**config.mk**
```make
export PLATFORM = sky130hd
export DESIGN_NAME = gpu_fan_step_regulator
export DESIGN_NICKNAME = d
export VERILOG_FILES = /design/src/hw/rtl/gfsr_pkg.sv /design/src/hw/rtl/gpu_fan_step_regulator.sv
export VERILOG_INCLUDE_DIRS = /design/src /design/src/hw/rtl
export SDC_FILE = /design/constraint.sdc
export NUM_CORES = 1
export LEC_CHECK = 0
export BUFFER_PORTS_ARGS = -buffer_cell sky130_fd_sc_hd__buf_2
export CORE_ASPECT_RATIO = 1.2
export CORE_MARGIN = 4
export CORE_UTILIZATION = 62
export CTS_CLUSTER_DIAMETER = 200
export DETAILED_ROUTE_END_ITERATION = 10
export PLACE_DENSITY_LB_ADDON = 0.3
export SETUP_SLACK_MARGIN = 0.02
export SLEW_MARGIN = 20
export SYNTH_ARGS = -nofsm -noshare
export SYNTH_HDL_FRONTEND = slang
export SYNTH_SLANG_ARGS = --single-unit
export TNS_END_PERCENT = 10
```
**constraint.sdc**
```tcl
create_clock -name aclk -period 12.1 [get_ports aclk]
set_input_delay 0.605 -clock aclk [delete_from_list [all_inputs] [get_ports aclk]]
set_output_delay 0.605 -clock aclk [all_outputs]
set_load 0.05 [all_outputs]
```
**src/hw/rtl/assert_macros.svh**
```systemverilog
// Assertion macros shared by the RTL files.
`ifndef ASSERT_MACROS_SVH
`define ASSERT_MACROS_SVH

// Checked at every rising edge of aclk, suspended while aresetn is low.
`define ASSERT_CLK(label, prop, msg) \
    label: assert property (@(posedge aclk) disable iff (!aresetn) (prop)) else $error(msg);

// Checked at every rising edge of aclk, including during reset.
`define ASSERT_ALWAYS(label, prop, msg) \
    label: assert property (@(posedge aclk) (prop)) else $error(msg);

`endif

```
**src/hw/rtl/gfsr_pkg.sv**
```systemverilog
package gfsr_pkg;

    localparam int unsigned FAN_W   = 8;
    localparam int unsigned TEMP_W  = 8;
    localparam int unsigned HOUR_W  = 5;
    localparam int unsigned CARD_W  = 3;
    localparam int unsigned CFG_IDX_W = 3;
    localparam int unsigned CFG_DATA_W = 8;
    localparam int unsigned S_TDATA_W = 16;
    localparam int unsigned M_TDATA_W = 16;

    localparam logic [HOUR_W-1:0] DAY_START_HOUR   = 5'd10;
    localparam logic [HOUR_W-1:0] NIGHT_START_HOUR = 5'd22;

    localparam logic [FAN_W-1:0] FAN_MAX   = 8'd255;
    localparam logic [FAN_W-1:0] FAN_RESET = 8'd200;
    localparam logic signed [TEMP_W:0] ERR_FLOOR = -9'sd4;
    localparam logic [TEMP_W:0] BOOST_THRESHOLD  = 9'd2;

    localparam logic [CFG_IDX_W-1:0] REG_DAY_LIMIT      = 3'd0;
    localparam logic [CFG_IDX_W-1:0] REG_NIGHT_LIMIT    = 3'd1;
    localparam logic [CFG_IDX_W-1:0] REG_CRITICAL_LIMIT = 3'd2;
    localparam logic [CFG_IDX_W-1:0] REG_DAY_MIN_FAN    = 3'd3;
    localparam logic [CFG_IDX_W-1:0] REG_NIGHT_MIN_FAN  = 3'd4;

    localparam logic signed [TEMP_W-1:0] DAY_LIMIT_RESET      = 8'sd75;
    localparam logic signed [TEMP_W-1:0] NIGHT_LIMIT_RESET    = 8'sd70;
    localparam logic signed [TEMP_W-1:0] CRITICAL_LIMIT_RESET = 8'sd85;
    localparam logic [FAN_W-1:0] DAY_MIN_FAN_RESET   = 8'd100;
    localparam logic [FAN_W-1:0] NIGHT_MIN_FAN_RESET = 8'd100;

    typedef struct packed {
        logic [HOUR_W-1:0]        hour;
        logic signed [TEMP_W-1:0] temperature;
        logic [CARD_W-1:0]        card_index;
    } sample_t;

    typedef struct packed {
        logic [M_TDATA_W-FAN_W-4:0] pad;
        logic                       night;
        logic                       critical;
        logic                       fan_written;
        logic [FAN_W-1:0]           fan_drive;
    } result_t;

endpackage

```
**src/hw/rtl/gpu_fan_step_regulator.sv**
```systemverilog
// Channel   | Direction | Bits  | Handshake
// s_axis    | in        | 16    | s_tvalid / s_tready
// m_axis    | out       | 16    | m_tvalid / m_tready
// cfg       | in        | 3 + 8 | cfg_we, no wait
//
// An item is registered on acceptance and worked out in the next cycle; its result is
// registered in result_reg and presented on m_tdata. One item is taken in every cycle
// while m_tready keeps up with the results.
// The per-card fan store is written in the same cycle as the result register, so the
// next item for the same card sees the updated value without any extra wait.
// aresetn is synchronous and active low; it empties both stages, loads the register
// defaults and sets every fan entry to 200.
// While a result waits on m_tready, one more item is still taken into the input stage.
`include "assert_macros.svh"

module gpu_fan_step_regulator #(
    parameter int unsigned NUM_CARDS = 8
) (
    input  logic                             aclk,
    input  logic                             aresetn,
    input  logic                             s_tvalid,
    output logic                             s_tready,
    // card_index [2:0], temperature [10:3], hour [15:11]
    input  logic [gfsr_pkg::S_TDATA_W-1:0]   s_tdata,
    output logic                             m_tvalid,
    input  logic                             m_tready,
    // fan_drive [7:0], fan_written [8], critical [9], night [10], zero [15:11]
    output logic [gfsr_pkg::M_TDATA_W-1:0]   m_tdata,
    input  logic                             cfg_we,
    input  logic [gfsr_pkg::CFG_IDX_W-1:0]   cfg_addr,
    input  logic [gfsr_pkg::CFG_DATA_W-1:0]  cfg_wdata
);
    import gfsr_pkg::*;

    localparam int unsigned DEPTH = (NUM_CARDS < (1 << CARD_W)) ? NUM_CARDS : (1 << CARD_W);
    localparam int unsigned IDX_W = (DEPTH > 1) ? $clog2(DEPTH) : 1;
    localparam int unsigned SEL_W = (IDX_W > CARD_W) ? IDX_W : CARD_W;
    localparam logic [CARD_W:0] CARD_LIMIT = (CARD_W + 1)'(DEPTH);

    logic signed [TEMP_W-1:0] day_limit_reg;
    logic signed [TEMP_W-1:0] night_limit_reg;
    logic signed [TEMP_W-1:0] critical_limit_reg;
    logic [FAN_W-1:0]         day_min_fan_reg;
    logic [FAN_W-1:0]         night_min_fan_reg;

    logic [FAN_W-1:0] fan_store_reg [DEPTH];

    sample_t sample_reg;
    logic    sample_valid_reg;
    result_t result_reg;
    result_t result_next;
    logic    out_valid_reg;

    logic                     advance;
    logic                     card_ok;
    logic [SEL_W-1:0]         card_wide;
    logic [IDX_W-1:0]         addr;
    logic                     night;
    logic signed [TEMP_W-1:0] limit;
    logic [FAN_W-1:0]         min_fan;
    logic [FAN_W-1:0]         old_fan;
    logic                     crit;
    logic signed [TEMP_W:0]   err;
    logic signed [TEMP_W:0]   err_clamped;
    logic [TEMP_W:0]          mag;
    logic [TEMP_W:0]          step;
    logic [TEMP_W+1:0]        sum;
    logic [TEMP_W:0]          moved;
    logic [FAN_W-1:0]         new_fan;

    assign advance  = !out_valid_reg || m_tready;
    assign s_tready = !sample_valid_reg || advance;
    assign m_tvalid = out_valid_reg;
    assign m_tdata  = result_reg;

    always_comb begin
        card_ok   = {1'b0, sample_reg.card_index} < CARD_LIMIT;
        card_wide = SEL_W'(sample_reg.card_index);
        addr      = card_wide[IDX_W-1:0];
        night     = !((sample_reg.hour >= DAY_START_HOUR) &&
                      (sample_reg.hour < NIGHT_START_HOUR));
        limit     = night ? night_limit_reg : day_limit_reg;
        min_fan   = night ? night_min_fan_reg : day_min_fan_reg;
        old_fan   = fan_store_reg[addr];
        crit      = sample_reg.temperature > critical_limit_reg;

        err = (TEMP_W + 1)'(sample_reg.temperature) - (TEMP_W + 1)'(limit);
        err_clamped = (err < ERR_FLOOR) ? ERR_FLOOR : err;
        mag = err_clamped[TEMP_W] ? (TEMP_W + 1)'(-err_clamped) : err_clamped;
        step = mag >> 1;
        if (step == '0) begin
            step = (TEMP_W + 1)'(1);
        end
        if (err > 0 && mag > BOOST_THRESHOLD) begin
            step = step << 1;
        end

        sum   = (TEMP_W + 2)'(old_fan) + (TEMP_W + 2)'(step);
        moved = (TEMP_W + 1)'(old_fan);
        if (err > 0) begin
            moved = (sum > (TEMP_W + 2)'(FAN_MAX)) ? (TEMP_W + 1)'(FAN_MAX)
                                                   : sum[TEMP_W:0];
        end else if (err < 0) begin
            moved = ((TEMP_W + 1)'(old_fan) < step) ? '0
                                                    : (TEMP_W + 1)'(old_fan) - step;
        end

        new_fan = moved[FAN_W-1:0];
        if (crit) begin
            new_fan = FAN_MAX;
        end else if (new_fan < min_fan) begin
            new_fan = min_fan;
        end

        result_next       = '0;
        result_next.night = night;
        if (card_ok) begin
            result_next.fan_drive   = new_fan;
            result_next.critical    = crit;
            result_next.fan_written = crit || (new_fan != old_fan);
        end
    end

    always_ff @(posedge aclk) begin
        if (!aresetn) begin
            day_limit_reg      <= DAY_LIMIT_RESET;
            night_limit_reg    <= NIGHT_LIMIT_RESET;
            critical_limit_reg <= CRITICAL_LIMIT_RESET;
            day_min_fan_reg    <= DAY_MIN_FAN_RESET;
            night_min_fan_reg  <= NIGHT_MIN_FAN_RESET;
        end else if (cfg_we) begin
            case (cfg_addr)
                REG_DAY_LIMIT:      day_limit_reg      <= cfg_wdata;
                REG_NIGHT_LIMIT:    night_limit_reg    <= cfg_wdata;
                REG_CRITICAL_LIMIT: critical_limit_reg <= cfg_wdata;
                REG_DAY_MIN_FAN:    day_min_fan_reg    <= cfg_wdata;
                REG_NIGHT_MIN_FAN:  night_min_fan_reg  <= cfg_wdata;
                default: ;
            endcase
        end
    end

    always_ff @(posedge aclk) begin
        if (!aresetn) begin
            for (int i = 0; i < DEPTH; i++) begin
                fan_store_reg[i] <= FAN_RESET;
            end
        end else if (advance && sample_valid_reg && card_ok) begin
            fan_store_reg[addr] <= new_fan;
        end
    end

    always_ff @(posedge aclk) begin
        if (!aresetn) begin
            sample_valid_reg <= 1'b0;
            out_valid_reg    <= 1'b0;
        end else begin
            if (s_tready) begin
                sample_valid_reg <= s_tvalid;
            end
            if (advance) begin
                out_valid_reg <= sample_valid_reg;
            end
        end
    end

    always_ff @(posedge aclk) begin
        if (s_tready && s_tvalid) begin
            sample_reg <= sample_t'(s_tdata);
        end
        if (advance && sample_valid_reg) begin
            result_reg <= result_next;
        end
    end

    `ASSERT_CLK(a_stall_only_on_full,
        !s_tready |-> (out_valid_reg && sample_valid_reg && !m_tready),
        "input stalled without a waiting result")

    `ASSERT_CLK(a_critical_full,
        (out_valid_reg && result_reg.critical) |->
            (result_reg.fan_drive == FAN_MAX && result_reg.fan_written),
        "critical item did not force full fan")

    `ASSERT_CLK(a_store_matches_result,
        (advance && sample_valid_reg && card_ok) |=>
            (fan_store_reg[$past(addr)] == result_reg.fan_drive),
        "fan store and result disagree")

    `ASSERT_CLK(a_pad_zero,
        result_reg.pad == '0 || !out_valid_reg,
        "result padding not zero")

endmodule
```
# Yosys cells after proc, flatten, opt, wreduce, memory -nomap -nowiden
# Memories as Yosys holds them, arrays and structs flattened. A register that Yosys moved wholly into a read port is not among the register bits.
# Cells that the tools add are included.
word_totals:
  register_bits: 69
  mem_bits_rw: 64
  in_bits: 32
  out_inout_bits: 18
  word_cells: 72
  mem_count: 1
mem_list:
  columns: ["memory", "words", "word_bits", "read_ports", "rd_ports_with_merged_regs", "wr", "line", "text"]
  rows:
  - ["fan_store_reg", 8, 8, 1, 1, 8, "gpu_fan_step_regulator.sv:46", "logic [FAN_W-1:0] fan_store_reg [DEPTH];"]
classes:
  addsub: 4
  magnitude_cmp: 10
  eq_ne: 5
  muxes: 20
  reduce_logical: 18
ops:
  columns: ["op", "n"]
  rows:
  - ["$mux W8", 10]
  - ["$mux W9", 3]
  - ["$add A8 B9 Y10", 1]
  - ["$gt A10 B8 Y1 const B", 1]
  - ["$reduce_and A2 Y1", 5]
  - ["$gt A9 B1 Y1 const B", 1]
  - ["$gt A9 B2 Y1 const B", 1]
  - ["$logic_not A9 Y1", 1]
  - ["$lt A8 B9 Y1", 1]
  - ["$lt A9 B1 Y1 const B", 1]
  - ["$lt A9 B3 Y1 const B", 1]
  - ["$neg A9 Y9", 1]
  - ["$sub A8 B8 Y9", 1]
  - ["$gt A8 B8 Y1", 1]
  - ["$lt A8 B8 Y1", 1]
  - ["$ne A8 B8 Y1", 1]
  - ["$reduce_or A8 Y1", 1]
  - ["$sub A8 B8 Y8", 1]
  - ["$eq A3 B2 Y1 const B", 2]
  - ["$mux W3", 2]
  - ["$ge A5 B4 Y1 const B", 1]
  - ["$lt A5 B5 Y1 const B", 1]
  - ["$mux W1", 5]
  - ["$logic_and A1 B1 Y1", 4]
  - ["5 further kinds", 9]

# Depth between registers and ports, before layout
# Gate-level depths: netlist of the first run.
depth:
  ltp_word: 20
  depth_mapped: 53
  depth_no_buf: 49

# Least setup slack after synthesis of the first run
# No wires, ideal clock.
synth_timing:
  path_kind: "register to register"
  from: "register sample_reg[13] in the netlist's numbering"
  to: "register result_reg, in the netlist m_tdata[8], data pin"
  setup_time_ps: 269
  arrival_ps: 10843
  t_required_ps: 11831
  slack_ps: 988
  path_stages_with_launch: 52
  n_path_buf: 4
  period_less_slack_ps: 11112
  path_cell_list: "edfxtp_1 a21bo_2 o22ai_2 clkbuf_1 inv_1 nand2_1 nand2_1 ha_1 fa_1 and2b_1 o21a_1 nor2_1 xnor2_1 nand4_1 ha_1 clkbuf_1 or2_2 ha_1 (+16 left out) or4_1 mux2i_2 a22oi_1 o211ai_1 nor2_1 ha_1 a21o_1 a21o_1 a21oi_1 o21a_1 a31oi_1 nor3_1 a21oi_4 mux2_2 and2_1 buf_2 a22oi_1 nand4_1"
synth_rtl:
  columns: ["item", "line", "text"]
  rows:
  - ["start: declaration", "gpu_fan_step_regulator.sv:48", "sample_t sample_reg;"]
  - ["start signal: assignment", "gpu_fan_step_regulator.sv:169", "sample_reg <= sample_t'(s_tdata);"]
  - ["end signal: assignment", "gpu_fan_step_regulator.sv:172", "result_reg <= result_next;"]
  - ["end: declaration", "gpu_fan_step_regulator.sv:50", "result_t result_reg;"]

==> results.md, run 1 <==
* Leakage at approximately 0.0036 uW
* Post-CTS setup buffer count at 0
* Tmin final at around 11000 ps
* Number of nets in the layout at slightly above 900
* Fillers at about 900
* CTS Buf Count at 17
* Maximum fanout along the worst path at 16
* Hold WC Path Type: input port to flip-flop
* Worst slew pin tran at 880.7 ps
* RSZ-0062 raised after global routing: no
* Die H at 133.4 um
* Max reg flops at 64
* Die area at approximately 0.015 mm2
* I/O Pins at 50
* Max Slew Vio Count at 0
* Worst-path clk slew at roughly 60 ps
* Area grow syn2layout at 12.04%
* FMAX at around 0.087 GHz
* GRT overflow at 0
* CTS tree: done
* Crit path DAT at approximately 12000 ps
* Most frequent cells after synthesis: nand2_1 (134), edfxtp_1 (90), nor2_1 (80)
* Pwr Density at 187.7 mW/mm2
* Yosys cell types at 83
* Setup TNS at 0 ps
* Tcrit/Tclk final at 95.02%
* DRT Pass-1 Iters at 5
* Crit-path max cell delay at ~620 ps
* Crit path max-delay cell type: a2111oi_0
* Die Width at between 100 and 150 um
* Total Wirelength at about 20000 um
* Layout Skew at between 7 and 8 ps
* Switching Share at about 37%
* Vias at about 6.5k
* Resize count post-CTS at 0
* Skew-Pair Late Insertion Delay at around 430 ps
* Synth Cell Area at just over 0.008 mm2
* Fraction of layout cells with a size suffix above 1 at 17.74%
* Top post-synthesis cells by area: edfxtp_1 (33%), dfxtp_1 (11%), ha_1 (6.5%)
* Largest area contributor in the netlist: edfxtp_1
* Fraction of registers with async set or reset after synthesis at 0%
* Global Route Usage Sum at a little over a quarter
* First-pass GRT wire length at around 31000 um
* Status: finished clean
* Drt initial violations at 613
* Core footprint at between 0.01 and 0.015 mm2
* Largest net degree at the start of global routing at 53
* Number of port buffers at 43
* Syn Inst Count at between 800 and 900
* Clk buf depth at 2
* Gpl congestion at 0.8949
* H-tree depth at 4
* Initial antenna violation count at 0
* Hold Slack at approximately 350 ps
* Syn Area/Cell at ~10 um2
* Reg power frac at 31.0%
* Root Driver: clkbuf_16
* Number of synthesized register bits at roughly 140
* Vias in the first global route at around 6.4k
* Via/cell ratio at roughly 6.3
* Internal at 1084 uW
* Count leader, synth: nand2_1
* Final setup violation count at 0
* Combinational share of power at ~38%
* Final hold violations at 0
* Slew headroom at a little over 40%
* Inserted Diodes at 0
* WS Path Type: flip-flop to flip-flop
* Clk pwr share at between 30% and 40%
* Warnings from Yosys at 0
* Top-area cell type share of the netlist area at 33.25%
* WL per Instance at 18.95 um
* Switch Pwr at 624.9 uW
* Starting Density at a little under two thirds
* Clk sinks at ~140
* Crit path required time at roughly 12000 ps
* Std cell rows at between 40 and 50
* Number of synthesized flops with an enable pin at 90
* Most used cell, CP: ha_1
* Worst setup EP type: flip-flop
* Post-route ant nets at 0
* Maximum vdd drop at between 0.1 and 0.15 mV
* Hold_buf cts at 0
* Top FF cell, synth: edfxtp_1
* Max_cap viols at 0
* DR DRC count at 0
* Register area share after synthesis at between 40% and 50%
* CP Launch Type: flip-flop
* DP HPWL at between 10000 and 15000 um
## cells by family (layout without fill, tap and decap cells)
| family | count (synthesis) | count (layout) | share of synthesized area, % |
|---|---|---|---|
| AND/OR/NAND/NOR | 325 | 325 | 18.47 |
| other | 1 | 5 | 0.04614 |
| XOR/XNOR | 12 | 12 | 1.293 |
| flip-flops | 135 | 135 | 44.33 |
| AO/OA/AOI/OAI | 152 | 152 | 14.09 |
| multiplexers | 59 | 59 | 10.05 |
| adder cells (fa/ha/maj) | 45 | 45 | 7.204 |
| buffers and inverters | 86 | 135 | 4.510 |
## placed cells by master, fill, tap and decap left out, types with 3 or more instances in the layout
| master | synthesis | final |
|---|---|---|
| nor3b_1 | 4 | 4 |
| nor4_1 | 5 | 5 |
| a21o_1 | 6 | 6 |
| a31oi_1 | 9 | 9 |
| nor2_1 | 80 | 80 |
| nand2_1 | 134 | 134 |
| or3_1 | 10 | 10 |
| dfxtp_1 | 45 | 45 |
| buf_2 | 5 | 43 |
| buf_4 | 6 | 17 |
| o21ai_0 | 18 | 18 |
| inv_1 | 42 | 42 |
| inv_6 | 0 | 4 |
| edfxtp_1 | 90 | 90 |
| nor2b_1 | 9 | 9 |
| a21oi_1 | 22 | 22 |
| nor3_1 | 9 | 9 |
| fa_1 | 3 | 3 |
| a21boi_0 | 25 | 25 |
| mux2i_1 | 24 | 24 |
| xnor2_1 | 9 | 9 |
| o21bai_1 | 6 | 6 |
| or2_2 | 11 | 11 |
| ha_1 | 42 | 42 |
| nand2b_1 | 8 | 8 |
| o21a_1 | 11 | 11 |
| and2_1 | 7 | 7 |
| mux4_2 | 16 | 16 |
| a211oi_1 | 6 | 5 |
| a311o_1 | 3 | 3 |
| o211ai_1 | 6 | 6 |
| xor2_1 | 3 | 3 |
| nand4_1 | 7 | 7 |
| mux2_2 | 18 | 18 |
| clkinv_4 | 0 | 3 |
| conb_1 | 1 | 5 |
| and3_1 | 3 | 3 |
| clkbuf_16 | 0 | 17 |
| inv_8 | 0 | 5 |
| nand3_1 | 24 | 24 |
## per-layer routing
layer	GRT usage [%]	up-vias	wire length (um)
li1	-	3013	-
met1	33.77	3076	7690
met2	43.94	332	9453
met3	5.952	65	1747
met4	10.62	0	661
met5	0	-	0
## layout make-up
type                            count  area [um2]  area share [%]
Clock inverter                     15       182.7           2.006
Multi-Input combinational cell    598        4185           45.96
Timing Repair Buffer               60       342.8           3.765
Sequential cell                   135        3603           39.57
Clock buffer                       17       425.4           4.672
Tap cell                          164       205.2           2.253
Inverter                           43       161.4           1.772
## critical path: cells and delay by family, from the launching register on
kind | cells | cell delay [ps]
DFF | 1 | 400
and+or+nand+nor | 16 | 3260
adders and majority gates | 6 | 1690
buffers and inverters | 2 | 570
AOI/OAI and AO/OA | 18 | 4180
xor gates and xnor gates | 1 | 120
muxes | 3 | 990
## through the flow
step	worst slack, ps	std cells	total power, uW	area [um2]	util (%)
final	602.8	1032	1709	9106	71.56
after global routing	91.65	1032	1792	9106	71.56
after CTS	572.5	1032	1699	9101	71.52
after detailed placement	627.7	1000	1166	8493	66.75
after global placement	909.7	1000	1146	8493	66.75
after floorplan	987.6	819	1014	8143	-
## power groups by stage
stage          clock network, uW  logic, uW  registers (uW)
2_1_floorplan                  0        461             553
3_3_place_gp                   0        608             538
3_5_place_dp                   0        627             539
4_1_cts                      536        633             530
5_1_grt                      555        705             532
6_report                     533        646             530
## final timing paths
check / start / end / slack (ps) / cells after the start
hold / removal: s_tdata[13] / sample_reg[13] / 350 / 1
setup / recovery: sample_reg[13] / m_tdata[8] / 600 / 46
hold reg to reg: day_min_fan_reg[1] / day_min_fan_reg[1] / 470 / 2
setup reg to reg: sample_reg[13] / m_tdata[8] / 600 / 46
No activity file was read; power rests on OpenSTA's default activity.
==> inputs of run 2 (changes only) <==
--- a/config.mk
+++ b/config.mk
@@ -6,6 +6,7 @@
 export SDC_FILE = /design/constraint.sdc
 export NUM_CORES = 1
 export LEC_CHECK = 0
+export ABC_AREA = 1
 export BUFFER_PORTS_ARGS = -buffer_cell sky130_fd_sc_hd__buf_2
 export CORE_ASPECT_RATIO = 1.2
 export CORE_MARGIN = 4
==> results.md, run 2 <==
* Number of nets in the layout at around 1.1k
* Gpl congestion at 0.8999
* Initial antenna violation count at 0
* Via/cell ratio at between 5 and 6
* Placement Setup Slack at between 1500 and 2000 ps
* CTS tree: done
* Count leader, synth: nand2_1
* Most common cell after layout, fill and taps aside: nand2_1
* Crit path required time at ~12000 ps
* CP Launch Type: flip-flop
* Post-route insts no fill at roughly 1.2k
* Crit-path max cell delay at around 670 ps
* Post-route ant nets at 0
* DR DRC count at 0
* Largest area contributor in the netlist: edfxtp_1
* WL per Instance at between 15 and 20 um
* Root Driver: clkbuf_16
* DRT Pass-1 Iters at 5
* Syn Inst Count at 1010
* Final setup violation count at 0
* Most used cell, CP: nand2_1
* Vias at 6873
* Final WS setup at about 1700 ps
* Crit path DAT at around 11000 ps
* Post-layout util at between 70% and 80%
* Global Route Usage Sum at 25.63%
* Max reg flops at 64
* Drt initial violations at 520
* Top post-synthesis cells by area: edfxtp_1 (33%), dfxtp_1 (11%), nand2_1 (8.8%)
* Setup TNS at 0 ps
* CTS Buf Count at 17
* Number of synthesized register bits at around 140
* Slew headroom at between 30% and 40%
* RSZ-0062 raised after global routing: no
* Max_cap viols at 0
* Maximum vdd drop at roughly 0.14 mV
* Fraction of registers with async set or reset after synthesis at 0%
* Skew-Pair Late Insertion Delay at between 400 and 500 ps
* DP HPWL at 13610 um
* Reg2reg end: m_tdata[8]
* Core footprint at roughly 0.013 mm2
* Clk buf depth at 2
* Hold_buf cts at 0
* Die H at between 100 and 150 um
* HP Start: s_tdata[3]
* Top-area cell type share of the netlist area at about 33%
* I/O Pins at 50
* Final hold violations at 0
* Worst Hold Endpoint: sample_reg[3]
* First-pass GRT wire length at 31000 um
* Post-CTS setup buffer count at 0
* Register area share after synthesis at around 44%
* Total Wirelength at around 19000 um
* Crit path max-delay cell type: nand2_1
* Pwr Density at roughly 180 mW/mm2
* FMAX at slightly below 0.1 GHz
* Worst-path clk slew at roughly 60 ps
* Number of synthesized flops with an enable pin at 90
* Status: finished clean
* Tcrit/Tclk final at between 80% and 90%
* Top FF cell, synth: edfxtp_1
* Most frequent cells after synthesis: nand2_1 (191), nor2_1 (164), inv_1 (134)
* Warnings from Yosys at 0
* R2R setup slack at 1750 ps
* Commonest cells after routing, fill and taps aside: nand2_1 (191), nor2_1 (164), inv_1 (134), edfxtp_1 (90), o21ai_0 (78)
* Std cell rows at between 40 and 50
* Worst setup EP type: flip-flop
* Clk sinks at roughly 140
* Worst slew pin tran at 1033 ps
* Tmin final at 10350 ps
* GRT overflow at 0
* Max Slew Vio Count at 0
* Die area at about 0.015 mm2
* Maximum fanout along the worst path at 23
* Inserted Diodes at 0
* Hold WC Path Type: input port to flip-flop
* Starting Density at between 60% and 70%
* Reg2reg start: sample_reg[15]
* Hold depth at 1
* Largest net degree at the start of global routing at 50
* Placed Cells at approximately 1.2k
* Leakage at roughly 0.004 uW
* Die Width at between 100 and 150 um
* Number of port buffers at 43
* Synth Cell Area at 0.008122 mm2
* FF-to-FF path depth at 50
* WS Path Type: flip-flop to flip-flop
* Area grow syn2layout at 11.11%
* Resize count post-CTS at 0
* Fraction of layout cells with a size suffix above 1 at about an eighth
* Yosys cell types at 48
* H-tree depth at 4
* Layout Skew at about 15 ps
* Syn Area/Cell at 8.041 um2
* Vias in the first global route at 6655
run 2: changes by cell type in the layout (fill, tap and decap cells not counted), sizes merged, moves of 16 or more:
cell,delta
mux2,-18
nand3,+46
inv,+98
mux2i,-18
nand2,+80
o21ai,+65
mux4,-16
a21boi,-26
nor2,+86
run 2: final cells by class:
class / count / area [um2]
flip-flops and latches: 135 / 3603
fillers: 991 / 3701
repair buffers: 49 / 260.3
well taps: 164 / 205.2
inverters: 141 / 531.8
clock buffers: 17 / 425.4
multi-input cells: 708 / 3865
clock inverters: 15 / 132.6
run 2: worst max path at each step:
stage | startpoint | endpoint | slack, ps | cells after the start
2_1_floorplan | sample_reg[15] | m_tdata[8] | 3330 | 53
3_3_place_gp | sample_reg[15] | m_tdata[8] | 2090 | 50
5_1_grt | sample_reg[15] | m_tdata[8] | 800 | 48
4_1_cts | sample_reg[15] | m_tdata[8] | 1810 | 50
3_5_place_dp | sample_reg[15] | m_tdata[8] | 1860 | 50
6_report | sample_reg[15] | m_tdata[8] | 1750 | 50
run 2: per-stage QoR:
stage | total power [uW] | area, um2 | hold slack (ps)
2_1_floorplan | 997.4 | 8137 | 421.4
3_5_place_dp | 1124 | 8466 | 434.9
3_3_place_gp | 1111 | 8466 | 430.1
4_1_cts | 1605 | 9024 | 363.2
5_1_grt | 1709 | 9024 | 359.3
6_report | 1611 | 9024 | 363.5
run 2: kinds of logic after synthesis:
kind of cell / count (synthesis) / share of synthesized area [%]
AO/OA/AOI/OAI: 160 / 11.74
AND/OR/NAND/NOR: 484 / 26.79
multiplexers: 7 / 0.8628
buffers and inverters: 171 / 8.227
XOR/XNOR: 7 / 0.7549
other: 1 / 0.04617
flip-flops: 135 / 44.37
adder cells (fa/ha/maj): 45 / 7.210
run 2: critical path: cells and delay by family, from the launching register on:
family,cells,cell delay (ps)
buf+inv,7,1050
fa+ha+maj,6,1980
compound gates,12,3120
flops,1,400
simple gates,25,3550
run 2: routing by layer:
| metal | vias to the layer above | global-route usage (%) | part of all wire [%] |
|---|---|---|---|
| li1 | 3437 | - | - |
| met1 | 3191 | 29.54 | 40 |
| met2 | 207 | 47.25 | 53 |
| met3 | 38 | 3.771 | 4.5 |
| met4 | 0 | 10.49 | 2.7 |
| met5 | - | 0 | 0 |
run 2: power breakdown:
group          internal (uW)  switching (uW)
Sequential               519            7.67
Clock                    270             217
Combinational            185             412
